[src/sv/assert_macros.svh]
// ----------------------------------------------------------------------------
// assertion macros
// shared clocked assertion forms, reset disables checking
// ----------------------------------------------------------------------------
`ifndef ASSERT_MACROS_SVH
`define ASSERT_MACROS_SVH

// condition holds at every clock edge out of reset
`define ASSERT_ALWAYS(label, clk, rst, expr) \
   label: assert property (@(posedge clk) disable iff (rst) (expr)) \
      else $error("assertion failed");

// consequent holds in the same cycle as the antecedent
`define ASSERT_IMPLIES(label, clk, rst, ante, cons) \
   label: assert property (@(posedge clk) disable iff (rst) (ante) |-> (cons)) \
      else $error("assertion failed");

// consequent holds in the cycle after the antecedent
`define ASSERT_NEXT(label, clk, rst, ante, cons) \
   label: assert property (@(posedge clk) disable iff (rst) (ante) |=> (cons)) \
      else $error("assertion failed");

`endif

[src/sv/i2cms_pkg.sv]
// ----------------------------------------------------------------------------
// i2cms_pkg
// shared types and constants of the i2c master bit sequencer
// ----------------------------------------------------------------------------
package i2cms_pkg;

   // bus commands, anything else is no command
   typedef enum logic [2:0] {
      CMD_NONE  = 3'd0,
      CMD_START = 3'd1,
      CMD_STOP  = 3'd2,
      CMD_WRITE = 3'd3,
      CMD_READ  = 3'd4,
      CMD_WAIT  = 3'd5
   } cmd_type;

   // classified request held in the queue
   typedef struct packed {
      cmd_type    cmd;
      logic [7:0] write_data;
      logic       send_ack;
      logic       sda_in;
   } item_type;

   localparam int QueueDepth = 2;
   localparam int PtrWidth   = $clog2(QueueDepth);
   localparam int CountWidth = $clog2(QueueDepth + 1);

   localparam int PhaseWidth = 5;
   localparam int DataWidth  = 8;

   // register map
   localparam int CsrAddrWidth = 3;
   localparam int CsrDataWidth = 32;
   localparam logic REG_ACK_TIMEOUT = 1'b0;  // selected by paddr[2]
   localparam logic [DataWidth-1:0] TimeoutReset = 8'd100;

endpackage

[src/sv/i2cms_front.sv]
// ----------------------------------------------------------------------------
// i2cms_front
// accepts requests, classifies the command and queues them for the sequencer
// ----------------------------------------------------------------------------
`include "assert_macros.svh"

module i2cms_front (
   input  logic                 clock,
   input  logic                 reset,
   input  logic                 req_valid,
   output logic                 req_stall,
   input  logic [2:0]           req_cmd,
   input  logic [7:0]           req_write_data,
   input  logic                 req_send_ack,
   input  logic                 req_sda_in,
   output i2cms_pkg::item_type  q_item,
   output logic                 q_valid,
   input  logic                 q_pop
);

   i2cms_pkg::item_type                          queue_ff [i2cms_pkg::QueueDepth];
   logic [i2cms_pkg::PtrWidth-1:0]               wr_ptr_ff, wr_ptr_in;
   logic [i2cms_pkg::PtrWidth-1:0]               rd_ptr_ff, rd_ptr_in;
   logic [i2cms_pkg::CountWidth-1:0]             count_ff, count_in;
   i2cms_pkg::cmd_type                           cmd_class;
   i2cms_pkg::item_type                          push_item;
   logic                                         push;

   // undefined codes are treated as no command
   always_comb begin
      unique case (req_cmd) inside
         i2cms_pkg::CMD_START, i2cms_pkg::CMD_STOP, i2cms_pkg::CMD_WRITE,
         i2cms_pkg::CMD_READ, i2cms_pkg::CMD_WAIT: cmd_class = i2cms_pkg::cmd_type'(req_cmd);
         default: cmd_class = i2cms_pkg::CMD_NONE;
      endcase
   end

   assign push_item = '{cmd: cmd_class, write_data: req_write_data,
                        send_ack: req_send_ack, sda_in: req_sda_in};

   assign req_stall = (count_ff == i2cms_pkg::CountWidth'(i2cms_pkg::QueueDepth));
   assign push      = req_valid && !req_stall;
   assign q_valid   = (count_ff != '0);
   assign q_item    = queue_ff[rd_ptr_ff];

   always_comb begin
      wr_ptr_in = push  ? wr_ptr_ff + i2cms_pkg::PtrWidth'(1) : wr_ptr_ff;
      rd_ptr_in = q_pop ? rd_ptr_ff + i2cms_pkg::PtrWidth'(1) : rd_ptr_ff;
      case ({push, q_pop})
         2'b10:   count_in = count_ff + i2cms_pkg::CountWidth'(1);
         2'b01:   count_in = count_ff - i2cms_pkg::CountWidth'(1);
         default: count_in = count_ff;
      endcase
   end

   always_ff @(posedge clock) begin
      if (reset) begin
         wr_ptr_ff <= '0;
         rd_ptr_ff <= '0;
         count_ff  <= '0;
      end else begin
         wr_ptr_ff <= wr_ptr_in;
         rd_ptr_ff <= rd_ptr_in;
         count_ff  <= count_in;
      end
   end

   always_ff @(posedge clock) begin
      if (push) begin
         queue_ff[wr_ptr_ff] <= push_item;
      end
   end

   `ASSERT_ALWAYS(a_count_in_range, clock, reset,
      count_ff <= i2cms_pkg::CountWidth'(i2cms_pkg::QueueDepth))
   `ASSERT_IMPLIES(a_no_pop_when_empty, clock, reset, q_pop, count_ff != '0)

endmodule

[src/sv/i2cms_back.sv]
// ----------------------------------------------------------------------------
// i2cms_back
// bus phase sequencer, one queued request per cycle into the result register unless stalled
// ----------------------------------------------------------------------------
`include "assert_macros.svh"

module i2cms_back (
   input  logic                                clock,
   input  logic                                reset,
   input  logic [i2cms_pkg::DataWidth-1:0]     ack_timeout,
   input  i2cms_pkg::item_type                 q_item,
   input  logic                                q_valid,
   output logic                                q_pop,
   output logic                                rsp_valid,
   input  logic                                rsp_stall,
   output logic                                rsp_scl,
   output logic                                rsp_sda_drive,
   output logic                                rsp_busy_res,
   output logic [7:0]                          rsp_read_data,
   output logic                                rsp_ack_error,
   output logic                                rsp_done_res
);

   localparam int BitPhases = 2 * i2cms_pkg::DataWidth;

   // sequencer state
   i2cms_pkg::cmd_type                   active_ff, active_in;
   logic [i2cms_pkg::PhaseWidth-1:0]     phase_ff, phase_in;
   logic [i2cms_pkg::DataWidth-1:0]      shift_ff, shift_in;
   logic [i2cms_pkg::DataWidth-1:0]      poll_ff, poll_in;
   logic                                 ack_choice_ff, ack_choice_in;
   logic                                 scl_lvl_ff, scl_lvl_in;
   logic                                 sda_lvl_ff, sda_lvl_in;
   logic [i2cms_pkg::DataWidth-1:0]      last_read_ff, last_read_in;

   // result register
   logic                                 rsp_valid_ff;
   logic                                 scl_ff, sda_ff, busy_ff, err_ff, done_ff;
   logic [i2cms_pkg::DataWidth-1:0]      read_ff;

   logic                                 starting;
   i2cms_pkg::cmd_type                   act;
   logic [i2cms_pkg::PhaseWidth-1:0]     p;
   logic [i2cms_pkg::PhaseWidth-1:0]     phase_step;
   logic                                 done_c, err_c;
   logic [2:0]                           bit_sel;

   assign q_pop = q_valid && (!rsp_valid_ff || !rsp_stall);

   assign bit_sel = 3'd7 - p[3:1];

   always_comb begin
      starting = (active_ff == i2cms_pkg::CMD_NONE) && (q_item.cmd != i2cms_pkg::CMD_NONE);
      act      = starting ? q_item.cmd : active_ff;
      p        = starting ? '0 : phase_ff;
      poll_in  = starting ? '0 : poll_ff;
      shift_in = shift_ff;
      if (starting) begin
         shift_in = (q_item.cmd == i2cms_pkg::CMD_WRITE) ? q_item.write_data : '0;
      end
      ack_choice_in = (starting && q_item.cmd == i2cms_pkg::CMD_READ) ? q_item.send_ack
                                                                       : ack_choice_ff;
      scl_lvl_in   = scl_lvl_ff;
      sda_lvl_in   = sda_lvl_ff;
      last_read_in = last_read_ff;
      phase_step   = p + i2cms_pkg::PhaseWidth'(1);
      done_c       = 1'b0;
      err_c        = 1'b0;

      unique case (act)
         i2cms_pkg::CMD_START: begin
            scl_lvl_in = (p < 5'd2);
            sda_lvl_in = (p == 5'd0);
            done_c     = (p >= 5'd2);
         end
         i2cms_pkg::CMD_STOP: begin
            scl_lvl_in = (p != 5'd0);
            sda_lvl_in = (p >= 5'd2);
            done_c     = (p >= 5'd2);
         end
         i2cms_pkg::CMD_WRITE: begin
            if (p < i2cms_pkg::PhaseWidth'(BitPhases)) begin
               sda_lvl_in = shift_in[bit_sel];
               scl_lvl_in = p[0];
            end else begin
               sda_lvl_in = shift_in[0];
               scl_lvl_in = 1'b0;
               done_c     = 1'b1;
            end
         end
         i2cms_pkg::CMD_READ: begin
            if (p < i2cms_pkg::PhaseWidth'(BitPhases)) begin
               scl_lvl_in = p[0];
               sda_lvl_in = 1'b1;
               // sample on the high half
               if (p[0]) begin
                  shift_in = {shift_in[i2cms_pkg::DataWidth-2:0], q_item.sda_in};
               end
            end else begin
               sda_lvl_in = !ack_choice_in;
               scl_lvl_in = (p == 5'd17);
               if (p >= 5'd18) begin
                  done_c       = 1'b1;
                  last_read_in = shift_in;
               end
            end
         end
         i2cms_pkg::CMD_WAIT: begin
            if (p == 5'd0) begin
               scl_lvl_in = 1'b1;
               sda_lvl_in = 1'b1;
            end else if (p == 5'd1) begin
               if (!q_item.sda_in) begin
                  scl_lvl_in = 1'b0;
                  sda_lvl_in = 1'b1;
                  done_c     = 1'b1;
               end else if (poll_in >= ack_timeout) begin
                  // give up, run the stop tail
                  scl_lvl_in = 1'b0;
                  sda_lvl_in = 1'b0;
                  phase_step = 5'd3;
               end else begin
                  poll_in    = poll_in + i2cms_pkg::DataWidth'(1);
                  scl_lvl_in = 1'b1;
                  sda_lvl_in = 1'b1;
                  phase_step = 5'd1;
               end
            end else if (p == 5'd3) begin
               scl_lvl_in = 1'b1;
               sda_lvl_in = 1'b0;
            end else begin
               scl_lvl_in = 1'b1;
               sda_lvl_in = 1'b1;
               done_c     = 1'b1;
               err_c      = 1'b1;
            end
         end
         default: begin
         end
      endcase

      if (act == i2cms_pkg::CMD_NONE) begin
         active_in = i2cms_pkg::CMD_NONE;
         phase_in  = phase_ff;
      end else if (done_c) begin
         active_in = i2cms_pkg::CMD_NONE;
         phase_in  = '0;
      end else begin
         active_in = act;
         phase_in  = phase_step;
      end
   end

   always_ff @(posedge clock) begin
      if (reset) begin
         active_ff     <= i2cms_pkg::CMD_NONE;
         phase_ff      <= '0;
         shift_ff      <= '0;
         poll_ff       <= '0;
         ack_choice_ff <= 1'b0;
         scl_lvl_ff    <= 1'b1;
         sda_lvl_ff    <= 1'b1;
         last_read_ff  <= '0;
         rsp_valid_ff  <= 1'b0;
      end else begin
         if (q_pop) begin
            active_ff     <= active_in;
            phase_ff      <= phase_in;
            shift_ff      <= shift_in;
            poll_ff       <= poll_in;
            ack_choice_ff <= ack_choice_in;
            scl_lvl_ff    <= scl_lvl_in;
            sda_lvl_ff    <= sda_lvl_in;
            last_read_ff  <= last_read_in;
            rsp_valid_ff  <= 1'b1;
         end else if (!rsp_stall) begin
            rsp_valid_ff  <= 1'b0;
         end
      end
   end

   always_ff @(posedge clock) begin
      if (q_pop) begin
         scl_ff  <= scl_lvl_in;
         sda_ff  <= sda_lvl_in;
         busy_ff <= (active_in != i2cms_pkg::CMD_NONE);
         read_ff <= last_read_in;
         err_ff  <= err_c;
         done_ff <= done_c;
      end
   end

   assign rsp_valid     = rsp_valid_ff;
   assign rsp_scl       = scl_ff;
   assign rsp_sda_drive = sda_ff;
   assign rsp_busy_res  = busy_ff;
   assign rsp_read_data = read_ff;
   assign rsp_ack_error = err_ff;
   assign rsp_done_res  = done_ff;

   `ASSERT_NEXT(a_done_goes_idle, clock, reset, q_pop && done_c,
      active_ff == i2cms_pkg::CMD_NONE && rsp_valid_ff)
   `ASSERT_IMPLIES(a_error_only_when_done, clock, reset, q_pop && err_c, done_c)
   `ASSERT_IMPLIES(a_byte_phase_bound, clock, reset,
      active_ff == i2cms_pkg::CMD_WRITE || active_ff == i2cms_pkg::CMD_READ,
      phase_ff <= 5'd18)

endmodule

[src/sv/i2c_master_bit_sequencer_top.sv]
// path: an accepted request is queued in the front, then popped into the result register
// throughput: one request per cycle when not stalled, each request is one bus half-bit tick
// the two-entry queue between front and sequencer absorbs rsp stall until full, then req_stall rises
// reset: synchronous, active high; sequencer idle, its scl/sda levels high,
// ack_timeout back to 100, queue and result register empty
// ----------------------------------------------------------------------------
// i2c_master_bit_sequencer_top
// i2c master bit sequencer: per-tick scl/sda drive with start, stop, byte
// write, byte read with ack/nack and ack wait with timeout
// ----------------------------------------------------------------------------
module i2c_master_bit_sequencer_top (
   input  logic                                  clock,
   input  logic                                  reset,
   // request channel, one bus tick per request
   input  logic                                  req_valid,
   output logic                                  req_stall,
   input  logic [2:0]                            req_cmd,
   input  logic [7:0]                            req_write_data,
   input  logic                                  req_send_ack,
   input  logic                                  req_sda_in,
   // result channel
   output logic                                  rsp_valid,
   input  logic                                  rsp_stall,
   output logic                                  rsp_scl,
   output logic                                  rsp_sda_drive,
   output logic                                  rsp_busy_res,
   output logic [7:0]                            rsp_read_data,
   output logic                                  rsp_ack_error,
   output logic                                  rsp_done_res,
   // register port
   input  logic                                  csr_psel,
   input  logic                                  csr_penable,
   input  logic                                  csr_pwrite,
   input  logic [i2cms_pkg::CsrAddrWidth-1:0]    csr_paddr,
   input  logic [i2cms_pkg::CsrDataWidth-1:0]    csr_pwdata,
   output logic [i2cms_pkg::CsrDataWidth-1:0]    csr_prdata,
   output logic                                  csr_pready
);

   logic [i2cms_pkg::DataWidth-1:0]  ack_timeout_ff, ack_timeout_in;
   logic                             csr_write;
   logic                             csr_hit;
   i2cms_pkg::item_type              q_item;
   logic                             q_valid;
   logic                             q_pop;

   // register access, no wait states
   assign csr_pready = 1'b1;
   assign csr_hit    = (csr_paddr[2] == i2cms_pkg::REG_ACK_TIMEOUT);
   assign csr_write  = csr_psel && csr_penable && csr_pwrite && csr_pready && csr_hit;

   assign ack_timeout_in = csr_write ? csr_pwdata[i2cms_pkg::DataWidth-1:0] : ack_timeout_ff;

   always_ff @(posedge clock) begin
      if (reset) begin
         ack_timeout_ff <= i2cms_pkg::TimeoutReset;
      end else begin
         ack_timeout_ff <= ack_timeout_in;
      end
   end

   // addresses past the map read as zero
   assign csr_prdata = csr_hit
      ? {{(i2cms_pkg::CsrDataWidth - i2cms_pkg::DataWidth){1'b0}}, ack_timeout_ff}
      : '0;

   // front: take requests, fold undefined codes into no command, queue them
   i2cms_front u_front (
      .clock          (clock),
      .reset          (reset),
      .req_valid      (req_valid),
      .req_stall      (req_stall),
      .req_cmd        (req_cmd),
      .req_write_data (req_write_data),
      .req_send_ack   (req_send_ack),
      .req_sda_in     (req_sda_in),
      .q_item         (q_item),
      .q_valid        (q_valid),
      .q_pop          (q_pop)
   );

   // back: phase sequencer, pops one queued request whenever the result
   // register is free or being drained
   i2cms_back u_back (
      .clock          (clock),
      .reset          (reset),
      .ack_timeout    (ack_timeout_ff),
      .q_item         (q_item),
      .q_valid        (q_valid),
      .q_pop          (q_pop),
      .rsp_valid      (rsp_valid),
      .rsp_stall      (rsp_stall),
      .rsp_scl        (rsp_scl),
      .rsp_sda_drive  (rsp_sda_drive),
      .rsp_busy_res   (rsp_busy_res),
      .rsp_read_data  (rsp_read_data),
      .rsp_ack_error  (rsp_ack_error),
      .rsp_done_res   (rsp_done_res)
   );

endmodule
[config.mk]
export PLATFORM = sky130hd
export DESIGN_NAME = i2c_master_bit_sequencer_top
export DESIGN_NICKNAME = d
export VERILOG_FILES = /design/src/sv/i2cms_pkg.sv /design/src/sv/i2cms_front.sv /design/src/sv/i2cms_back.sv /design/src/sv/i2c_master_bit_sequencer_top.sv
export VERILOG_INCLUDE_DIRS = /design/src /design/src/sv
export SDC_FILE = /design/constraint.sdc
export NUM_CORES = 1
export LEC_CHECK = 0
export ABC_CLOCK_PERIOD_IN_PS = 10480
export BUFFER_PORTS_ARGS = -buffer_cell sky130_fd_sc_hd__buf_2
export CORE_MARGIN = 10
export CORE_UTILIZATION = 30
export DETAILED_ROUTE_END_ITERATION = 16
export GPL_TIMING_DRIVEN = 0
export PLACE_DENSITY = 0.57
export SYNTH_ARGS = -nofsm -noshare
export SYNTH_HDL_FRONTEND = slang
export SYNTH_SLANG_ARGS = --single-unit
[constraint.sdc]
create_clock -name clock -period 10.48 [get_ports clock]
set_input_delay 2.096 -clock clock [delete_from_list [all_inputs] [get_ports clock]]
set_output_delay 2.096 -clock clock [all_outputs]
set_load 0.03 [all_outputs]
; ---- After elaboration in Yosys (flattened, before gate mapping)
; Memory sizes are Yosys's and may differ from the RTL's. A register that Yosys moved wholly into a read port is not among the register bits.
; Cells that the tools add are included.
[word_totals]
register_bits = 61
memories = 1
output_inout_bits = 48
ram_bits = 26
in_bits = 55
[classes]
n_lt_le_gt_ge = 6
mux = 57
addsub = 7
n_reduce_logical = 24
eq_ne = 19
n_bitwise = 3
[mem_list]
columns = name, depth, word_bits, rd, rd_clocked_by_memory_dff, wr, line
row1 = u_front.queue_ff, 2, 13, 1, 1, 1, i2cms_front.sv:21  ; i2cms_pkg::item_type queue_ff [i2cms_pkg::QueueDepth];
[op_table]
columns = operator, n
row1 = $mux W8, 15
row2 = $mux W5, 6
row3 = $mux W1, 26
row4 = $eq A3 B2 Y1 const B, 5
row5 = $eq A3 B3 Y1 const B, 5
row6 = $mux W3, 4
row7 = $pmux W1 S5, 2
row8 = $add A8 B1 Y8 const B, 1
row9 = $ge A8 B8 Y1, 1
row10 = $logic_and A1 B1 Y1, 7
row11 = $eq A3 B1 Y1 const B, 2
row12 = $logic_not A3 Y1, 2
row13 = $reduce_bool A3 Y1, 2
row14 = $add A5 B1 Y5 const B, 1
row15 = $eq A5 B1 Y1 const B, 1
row16 = $eq A5 B2 Y1 const B, 1
row17 = $eq A5 B5 Y1 const B, 1
row18 = $ge A5 B2 Y1 const B, 1
row19 = $ge A5 B5 Y1 const B, 1
row20 = $logic_not A5 Y1, 1
row21 = $lt A5 B2 Y1 const B, 1
row22 = $lt A5 B5 Y1 const B, 1
row23 = $reduce_bool A5 Y1, 1
row24 = $reduce_or A5 Y1, 1
row25 = 19 further kinds, 27

; ---- Longest topological paths before layout
; Gate-level depths: netlist (run 1).
[depth]
ltp_word = 11
mapped_depth = 13
ltp_nobuf = 11

; ---- By module
; From an unflattened synthesis (run 1), not the netlist that was laid out.
[unflattened]
cells_unflattened = 523
area_unflattened_um2 = 4908.5
[modules_own_cells]
columns = mod, instances, area_each_um2, cells_per_inst
row1 = i2cms_back, 1, 3121.7, 385
row2 = i2cms_front, 1, 1171.1, 68
row3 = i2c_master_bit_sequencer_top, 1, 615.6, 70

; ---- Worst setup path before layout (run 1)
; No wires, ideal clock.
[synth_timing]
path_type = in2out
start = input csr_paddr[2] (netlist bit)
end = output csr_prdata[0] (netlist bit)
slack_ns = 5.660
stages = 2
arrival_time_ns = 2.724
cell_sequence = clkbuf_1 -> nor2b_1
[synth_via]
elab_chain_cells = 1
[synth_lines]
columns = element, line
row1 = start: declaration, i2c_master_bit_sequencer_top.sv:34  ; input logic [i2cms_pkg::CsrAddrWidth-1:0] csr_paddr,
row2 = $mux W8, i2c_master_bit_sequencer_top.sv:64  ; ? {{(i2cms_pkg::CsrDataWidth - i2cms_pkg::DataWidth){1'b0}}, ack_timeout_ff}
row3 = end: declaration, i2c_master_bit_sequencer_top.sv:36  ; output logic [i2cms_pkg::CsrDataWidth-1:0] csr_prdata,
; Every way passes these cells.

; ---- Worst setup path after layout (run 1)
; Ends and elaborated chain as after synthesis.

==> results.json, run 1 <==
{
  "status": "completed",
  "synth.avg_cell_area_um2": 9.55,
  "grt_pass1_wl_mm": 21.5,
  "wire_per_inst_um": 15.7,
  "slew_viol_final": 0,
  "finalHoldViolations": 0,
  "hold_depth": 2,
  "finalCritPeriodShare": 0.453,
  "required_ps": 8380,
  "post-place-ws_ps": 5390,
  "postCtsSetupRepairBufs": 0,
  "clockBufferDepth": 2,
  "die_w_um": 150,
  "ys_warn_count": 0,
  "ys_seq_area_frac": 0.427,
  "fillCellCount": 1664,
  "critical_path.max_fanout": 10,
  "via_per_inst": 4.85,
  "dieHeight_um": 150,
  "cp.arrival_ps": 2650,
  "nNetsFinal": 681,
  "r2r_cells": 12,
  "hold_end": "u_back.last_read_ff[2]",
  "timing.final.ws_setup_ps": 5730,
  "min-delay-start": "u_back.last_read_ff[2]",
  "cts_tree": "done",
  "fmaxAchievable_mhz": 211,
  "syn_inst": 528,
  "rrSetupSlack_ps": 6520,
  "p_per_area_nw_per_um2": 230,
  "clkSlewWorstSetupHoldPaths_ps": 70,
  "grt-ovfl-total": 0,
  "final_layout_size_suffix_gt1_frac": 0.209,
  "netlist_area_um2": 5040,
  "synthToLayoutAreaGrowth_pct": 18.1,
  "clk_latency_ps": 340,
  "final-setup-viol-count": 0,
  "min_period_ps": 4750,
  "fin_hold_ws_ps": 457,
  "routabilityCongestion": 0.853,
  "tns_ps": 0,
  "clock_skew_ps": 10.1,
  "hold_path.class": "register to register",
  "core_area_um2": 16500,
  "initial_utilization": 0.305,
  "route.vias.total": 4051,
  "synth_enable_flop_cells": 39,
  "peakVddDrop_uv": 118,
  "register_area_um2": 2150,
  "rsz0062_at_grt": "no",
  "drt_iter0_markers": 217,
  "drc": 0,
  "maxCapViolations": 0,
  "antenna_found_initial": 0,
  "dp_hpwl_mm": 10.2,
  "r2r-end": "u_back.poll_ff[5]",
  "p_leak_nw": 2.23,
  "synth_cell_type_count": 70,
  "async_flop_share": 0,
  "n_antenna_cell": 0,
  "grt_max_degree": 24,
  "cts_resized": 0,
  "io_buffers": 49,
  "rows": 47,
  "cts_hold_buf": 0,
  "ys.flop_type": "dfxtp_1",
  "ys_seq_elements": 88,
  "crit_path_end_kind": "primary output",
  "htreeDepth": 3,
  "worstSetupPathType": "input port to primary output",
  "dr.pass1.iters": 4,
  "relSlewSlack": 0.0961,
  "clock-sinks": 88,
  "die_area_um2": 22400,
  "track_usage": 0.119,
  "cts_root_buffer": "clkbuf_16",
  "multi_input_area_um2": 2560,
  "regToRegStartpoint": "u_front.queue_ff[0][10]",
  "drt_wl_total_mm": 13.2,
  "cts_inserted_buffers": 9,
  "tightest_slew_ps": 1360,
  "ant_nets": 0,
  "grt_pass1_vias": 4099,
  "cp-start-kind": "input port",
  "io_pins": 103
}
how the worst max path moves through the flow:
stage	slack (ps)	depth (start not counted)	startpoint	to
final	5730	3	csr_paddr[2]	csr_prdata[0]
after global routing	5520	9	rsp_stall	u_front.count_ff[1]
after CTS	5720	9	rsp_stall	u_front.count_ff[1]
after global placement	5430	9	rsp_stall	u_front.count_ff[1]
after detailed placement	5390	9	rsp_stall	u_front.count_ff[1]
after floorplan	5660	2	csr_paddr[2]	csr_prdata[0]
layout by cell type (no fill, tap or decap), types with 15 or more instances in the layout:
| cell type | Yosys | final |
|---|---|---|
| a21oi_1 | 44 | 44 |
| buf_2 | 5 | 54 |
| buf_4 | 28 | 28 |
| clkbuf_1 | 20 | 20 |
| conb_1 | 2 | 25 |
| dfxtp_1 | 49 | 49 |
| edfxtp_1 | 39 | 39 |
| ha_1 | 15 | 15 |
| inv_1 | 19 | 19 |
| nand2_1 | 65 | 65 |
| nor2_1 | 36 | 36 |
through the flow:
step	utilization	total power [mW]	cells	instance area, um^2
global placement	0.342	1.04	820	5650
global route	0.360	1.45	836	5950
floorplan	-	0.883	551	5130
detailed placement	0.342	1.05	820	5650
finish	0.360	1.37	836	5950
CTS	0.360	1.38	836	5950
critical path, cell delays in order:
cell,delay [ps]
clkbuf_1,270
nor2b_1,90
buf_2,190
power by group:
part           internal [mW]  total, mW  switching [mW]  leakage [nW]
Clock                  0.192      0.324           0.132         0.147
Sequential             0.431      0.464          0.0326         0.767
Combinational          0.181      0.580           0.399          1.32
synthesized netlist by cell type (all sizes together), types with 2 or more instances:
| cell type | number | area (um^2) |
|---|---|---|
| nor3 | 10 | 55.1 |
| o211ai | 14 | 105 |
| xor2 | 2 | 17.5 |
| a41oi | 3 | 26.3 |
| a211o | 6 | 52.6 |
| and4 | 2 | 17.5 |
| nor2 | 36 | 135 |
| nand2 | 65 | 244 |
| o21a | 4 | 30.0 |
| o31ai | 6 | 55.1 |
| a211oi | 8 | 60.1 |
| a21oi | 44 | 220 |
| o221ai | 2 | 17.5 |
| buf | 36 | 269 |
| nand4 | 4 | 25.0 |
| xnor2 | 4 | 35.0 |
| a31oi | 7 | 43.8 |
| conb | 2 | 7.51 |
| o31a | 2 | 17.5 |
| ha | 15 | 188 |
| clkbuf | 20 | 75.1 |
| and2 | 10 | 62.6 |
| nor4 | 3 | 48.8 |
| o2bb2ai | 9 | 78.8 |
| or3 | 5 | 36.3 |
| o22ai | 2 | 12.5 |
| nand3b | 4 | 30.0 |
| o21ai | 11 | 58.8 |
| mux2i | 11 | 110 |
| dfxtp | 49 | 981 |
| nor4bb | 2 | 20.0 |
| o2111ai | 4 | 41.3 |
| edfxtp | 39 | 1170 |
| mux2 | 15 | 169 |
| and3 | 4 | 25.0 |
| and4b | 2 | 20.0 |
| a22oi | 2 | 15.0 |
| nand2b | 12 | 75.1 |
| nand3 | 7 | 35.0 |
| a21o | 2 | 15.0 |
| inv | 19 | 71.3 |
| o41ai | 3 | 33.8 |
| nor4b | 4 | 65.1 |
| nor3b | 3 | 22.5 |
per-layer routing:
| layer | GRT usage | vias to the layer above | routed length, um |
|---|---|---|---|
| met3 | 0.0248 | 14 | 650 |
| met2 | 0.196 | 85 | 6320 |
| met5 | 0 | - | 0 |
| met1 | 0.150 | 1901 | 5960 |
| met4 | 0.0402 | 0 | 218 |
| li1 | - | 2051 | - |
final cells by class:
cell class,count,share of cell area
tap,220,0.0462
buffer,56,0.0578
sequential,88,0.361
inverter,19,0.0120
timing repair buffer,49,0.0412
multi-input combinational,388,0.430
clock inverter,6,0.0113
clock buffer,10,0.0401
registers in the layout, summed over array words and instances, names as in the netlist, 3 cells and up, named ones only:
signal / flops
u_back.active_ff: 3
u_back.phase_ff: 5
u_back.poll_ff: 8
u_front.queue_ff: 26
u_back.rsp_read_data: 8
u_back.last_read_ff: 8
ack_timeout_ff: 8
u_back.shift_ff: 8
kinds of logic after synthesis:
| logic type | synth area share |
|---|---|
| adders and majority gates | 0.0395 |
| other | 0.00149 |
| muxes | 0.0554 |
| buffers and inverters | 0.0824 |
| and+or+nand+nor | 0.192 |
| AOI/OAI and AO/OA | 0.191 |
| xor gates and xnor gates | 0.0104 |
| DFF | 0.427 |
Note: power is estimated with default switching activity, not from simulation.
==> inputs of run 2 (changes only) <==
ABC_CLOCK_PERIOD_IN_PS = 3900   (was 10480)
PLACE_DENSITY = 0.59   (was 0.57)
clock period = 3.9 ns   (was 10.48 ns; I/O delays follow)
==> results.json, run 2 (synthesis gave the netlist of run 1 again) <==
{
  "status": "completed",
  "slew_viol_final": 0,
  "drt_iter0_markers": 303,
  "maxCapViolations": 0,
  "peakVddDrop_uv": 226,
  "max_stage_delay_ps": 460,
  "io_pins": 103,
  "via_per_inst": 4.97,
  "die_area_um2": 22400,
  "track_usage": 0.118,
  "route.vias.total": 4161,
  "grt_pass1_wl_mm": 21.1,
  "drt_wl_total_mm": 13.3,
  "post-place-ws_ps": -15.8,
  "path_buf_inv": 2,
  "power_mw": 3.63,
  "timing.final.ws_setup_ps": 330,
  "regToRegStartpoint": "u_back.active_ff[2]",
  "fin_hold_ws_ps": 457,
  "final_layout_size_suffix_gt1_frac": 0.218,
  "p_leak_nw": 2.24,
  "finalCritPeriodShare": 0.915,
  "htreeDepth": 3,
  "n_antenna_cell": 0,
  "rows": 47,
  "placed_area_um2": 5650,
  "final_common_cell": "nand2_1",
  "clkSlewWorstSetupHoldPaths_ps": 70,
  "relSlewSlack": 0.315,
  "min_period_ps": 3570,
  "tns_ps": 0,
  "dp_hpwl_mm": 10.0,
  "setup.worst_path.start": "u_back.active_ff[2]",
  "wire_per_inst_um": 15.8,
  "dieHeight_um": 150,
  "antenna_found_initial": 0,
  "hold_path.class": "register to register",
  "synthToLayoutAreaGrowth_pct": 18.1,
  "largest_register": "u_front.queue_ff",
  "clk_latency_ps": 350,
  "final_cell_mix": "nand2_1, buf_2, dfxtp_1, a21oi_1, edfxtp_1",
  "endpoint": "u_back.poll_ff[5]",
  "rsz0062_at_grt": "no",
  "grt_max_degree": 24,
  "grt-ovfl-total": 0,
  "clockBufferDepth": 2,
  "r2r-end": "u_back.poll_ff[5]",
  "cts_inserted_buffers": 9,
  "io_buffers": 49,
  "cp.arrival_ps": 3800,
  "final-setup-viol-count": 0,
  "cts_root_buffer": "clkbuf_16",
  "cts_tree": "done",
  "critical_path.top_delay_family": "simple AND/OR/NAND/NOR gates",
  "tightest_slew_ps": 1020,
  "dr.pass1.iters": 5,
  "routabilityCongestion": 0.886,
  "ant_nets": 0,
  "finalHoldViolations": 0,
  "rrSetupSlack_ps": 330,
  "r2r_cells": 12,
  "cpMaxStageDelayCell": "or3_4",
  "critical_path.max_fanout": 11,
  "crit_path_end_kind": "register",
  "hold_depth": 2,
  "cp-start-kind": "register",
  "grt_pass1_vias": 3932,
  "nNetsFinal": 683,
  "stdcell_area_um2": 5950,
  "crit_chain": "or3_4, buf_6, or3_4, and2_1, ha_1, a21o_1, a221oi_1, o21a_1, o2111ai_2, buf_6, nor2_1, mux2_1",
  "clock-sinks": 88,
  "largest_reg_flops": 26,
  "worstSetupPathType": "register to register",
  "fmaxAchievable_mhz": 280,
  "clock_skew_ps": 10.4,
  "p_per_area_nw_per_um2": 610,
  "required_ps": 4130,
  "core_area_um2": 16500,
  "cts_hold_buf": 0,
  "drc": 0,
  "die_w_um": 150,
  "initial_utilization": 0.305,
  "cp.depth": 12
}
==> run 2: repair_timing <==
action                     CTS  global route
pin swaps                    2             1
gates resized for setup      0             1
setup endpoints to repair    1            23
buffers inserted             1             2
==> run 2: worst min-delay path by stage <==
| stage | startpoint | to | slack (ps) |
|---|---|---|---|
| CTS | u_back.last_read_ff[5] | u_back.last_read_ff[5] | 460 |
| global placement | u_back.last_read_ff[2] | u_back.last_read_ff[2] | 440 |
| global route | u_back.ack_choice_ff | u_back.ack_choice_ff | 480 |
| finish | u_back.last_read_ff[5] | u_back.last_read_ff[5] | 460 |
| floorplan | u_back.ack_choice_ff | u_back.ack_choice_ff | 430 |
| detailed placement | u_back.last_read_ff[5] | u_back.last_read_ff[5] | 450 |
==> run 2: layout make-up <==
cell class,instances,area (um^2)
Multi-Input combinational cell,388,2560
Inverter,19,71.3
Fill cell,1687,10600
Sequential cell,88,2150
Clock buffer,9,225
Timing Repair Buffer,52,268
Clock inverter,7,53.8
Buffer,55,342
Tap cell,220,275
==> run 2: metal layers <==
layer | up-vias | global-route usage | share of wire
met2 | 120 | 0.190 | 0.47
met3 | 11 | 0.0278 | 0.062
met4 | 0 | 0.0432 | 0.018
met5 | - | 0 | 0
met1 | 1970 | 0.150 | 0.45
li1 | 2060 | - | -
==> run 2: worst min-delay path, stage by stage, from the launching register on <==
cell	delay, ps
dfxtp_1	310
nand2_1	50
a21oi_1	50
==> run 2: stage by stage <==
stage          instances  utilization
6_report             838        0.360
4_1_cts              837        0.359
5_1_grt              838        0.360
3_3_place_gp         820        0.342
2_1_floorplan        551            -
3_5_place_dp         820        0.342
==> run 2: power by group <==
group          internal, mW  leakage (nW)  switching (mW)  total, mW
Combinational         0.497          1.34            1.07       1.57
Clock                 0.439         0.141           0.382      0.821
Sequential             1.16         0.767          0.0885       1.24
==> inputs of run 3 (changes only) <==
ABC_CLOCK_PERIOD_IN_PS = not set   (was 3900)
GPL_TIMING_DRIVEN = not set   (was 0)
REMOVE_ABC_BUFFERS = 1   (was not set)
==> results.json, run 3 (synthesis gave the netlist of run 1 again) <==
{
  "maxCapViolations": 0,
  "wire_per_inst_um": 15.2,
  "clk_latency_ps": 350,
  "r2r_cells": 10,
  "htreeDepth": 3,
  "die_area_um2": 22400,
  "grtUsageMet3": 0.0239,
  "n_antenna_cell": 0,
  "final_cell_mix": "nand2_1, buf_2, dfxtp_1, a21oi_1, edfxtp_1",
  "cp.arrival_ps": 3670,
  "initial_utilization": 0.305,
  "final_common_cell": "nand2_1",
  "relSlewSlack": 0.296,
  "ant_nets": 0,
  "hold_depth": 2,
  "rsz0062_at_grt": "no",
  "die_w_um": 150,
  "met1_usage": 0.139,
  "routabilityCongestion": 0.872,
  "crit_path_end_kind": "register",
  "clkSlewWorstSetupHoldPaths_ps": 70,
  "slew_viol_final": 0,
  "tns_ps": 0,
  "worstSetupPathType": "register to register",
  "cts_tree": "done",
  "track_usage": 0.108,
  "multi_input_area_um2": 2560,
  "synthToLayoutAreaGrowth_pct": 13.7,
  "clock_skew_ps": 9.03,
  "placed_area_um2": 5420,
  "io_buffers": 51,
  "largest_reg_flops": 26,
  "fillCellCount": 1694,
  "min_period_ps": 3430,
  "clock-sinks": 88,
  "dp_hpwl_mm": 8.95,
  "io_pins": 103,
  "final-setup-viol-count": 0,
  "required_ps": 4140,
  "timing.final.ws_setup_ps": 471,
  "dieHeight_um": 150,
  "peakVddDrop_uv": 243,
  "drt_iter0_markers": 326,
  "post-place-ws_ps": 480,
  "power_mw": 3.59,
  "register_area_um2": 2150,
  "final_layout_size_suffix_gt1_frac": 0.191,
  "via_per_inst": 5.01,
  "grt-ovfl-total": 0,
  "cts_resized": 0,
  "cp-start-kind": "register",
  "met2_usage": 0.170,
  "nNetsFinal": 641,
  "postCtsSetupRepairBufs": 0,
  "cts_inserted_buffers": 9,
  "status": "completed",
  "antenna_found_initial": 0,
  "grt_busiest_layer": "met2",
  "drt_wl_total_mm": 12.1,
  "route.vias.total": 3989,
  "finalHoldViolations": 0,
  "grt_pass1_vias": 3949,
  "p_leak_nw": 2.10,
  "grt_pass1_wl_mm": 19.8,
  "grt_max_degree": 55,
  "fmaxAchievable_mhz": 292,
  "p_per_area_nw_per_um2": 626,
  "tightest_slew_ps": 1050,
  "clockBufferDepth": 2,
  "largest_register": "u_front.queue_ff",
  "finalCritPeriodShare": 0.879,
  "rows": 47,
  "critical_path.max_fanout": 12,
  "cts_root_buffer": "clkbuf_16",
  "cts_hold_buf": 0,
  "dr.pass1.iters": 5,
  "drc": 0,
  "hold_path.class": "register to register",
  "post-route-util": 0.347,
  "stdcell_area_um2": 5730,
  "core_area_um2": 16500
}
## run 3: cell count changes in the layout (fill, tap and decap cells not counted), moves of 2 or more
| cell | delta |
|---|---|
| buf_6 | -3 |
| buf_2 | -3 |
| buf_4 | -17 |
| clkbuf_1 | -18 |
| clkinv_2 | -2 |
| clkinv_4 | -2 |
## run 3: layer usage
metal | vias up | share of wire
li1 | 1970 | -
met1 | 1878 | 0.46
met2 | 124 | 0.46
met3 | 17 | 0.065
met4 | 0 | 0.022
met5 | - | 0
## run 3: critical path, stage by stage (launching register included)
cell and delay, ps:
dfxtp_1 310, or3_4 480, or3_1 470, and2_1 190
ha_1 290, a21o_1 190, a221oi_1 330, o21a_1 230
o2111ai_2 200, nor3_1 270, mux2_2 350
## run 3: through the flow
stage / hold WS, ps / cells
3_5_place_dp: 445 / 780
6_report: 453 / 796
5_1_grt: 480 / 796
2_1_floorplan: 427 / 495
3_3_place_gp: 439 / 780
4_1_cts: 455 / 796
## run 3: worst paths after layout
| check | slack [ps] | to | from |
|---|---|---|---|
| worst max-delay path | 470 | u_back.poll_ff[4] | u_back.active_ff[2] |
| worst min-delay path | 450 | u_back.ack_choice_ff | u_back.ack_choice_ff |
| worst max register to register | 470 | u_back.poll_ff[4] | u_back.active_ff[2] |
| worst min register to register | 450 | u_back.ack_choice_ff | u_back.ack_choice_ff |
## run 3: cell type report
type | count | area share
clock inverters | 7 | 0.0151
multi-input cells | 388 | 0.447
inverters | 19 | 0.0124
flip-flops and latches | 88 | 0.376
clock buffers | 9 | 0.0393
repair buffers | 65 | 0.0629
well taps | 220 | 0.0480
## run 3: power by group
| group | total, mW | internal (mW) | switching, mW |
|---|---|---|---|
| Clock | 0.892 | 0.509 | 0.384 |
| Sequential | 1.24 | 1.16 | 0.0887 |
| Combinational | 1.45 | 0.448 | 1.00 |
| Total | 3.59 | 2.11 | 1.47 |
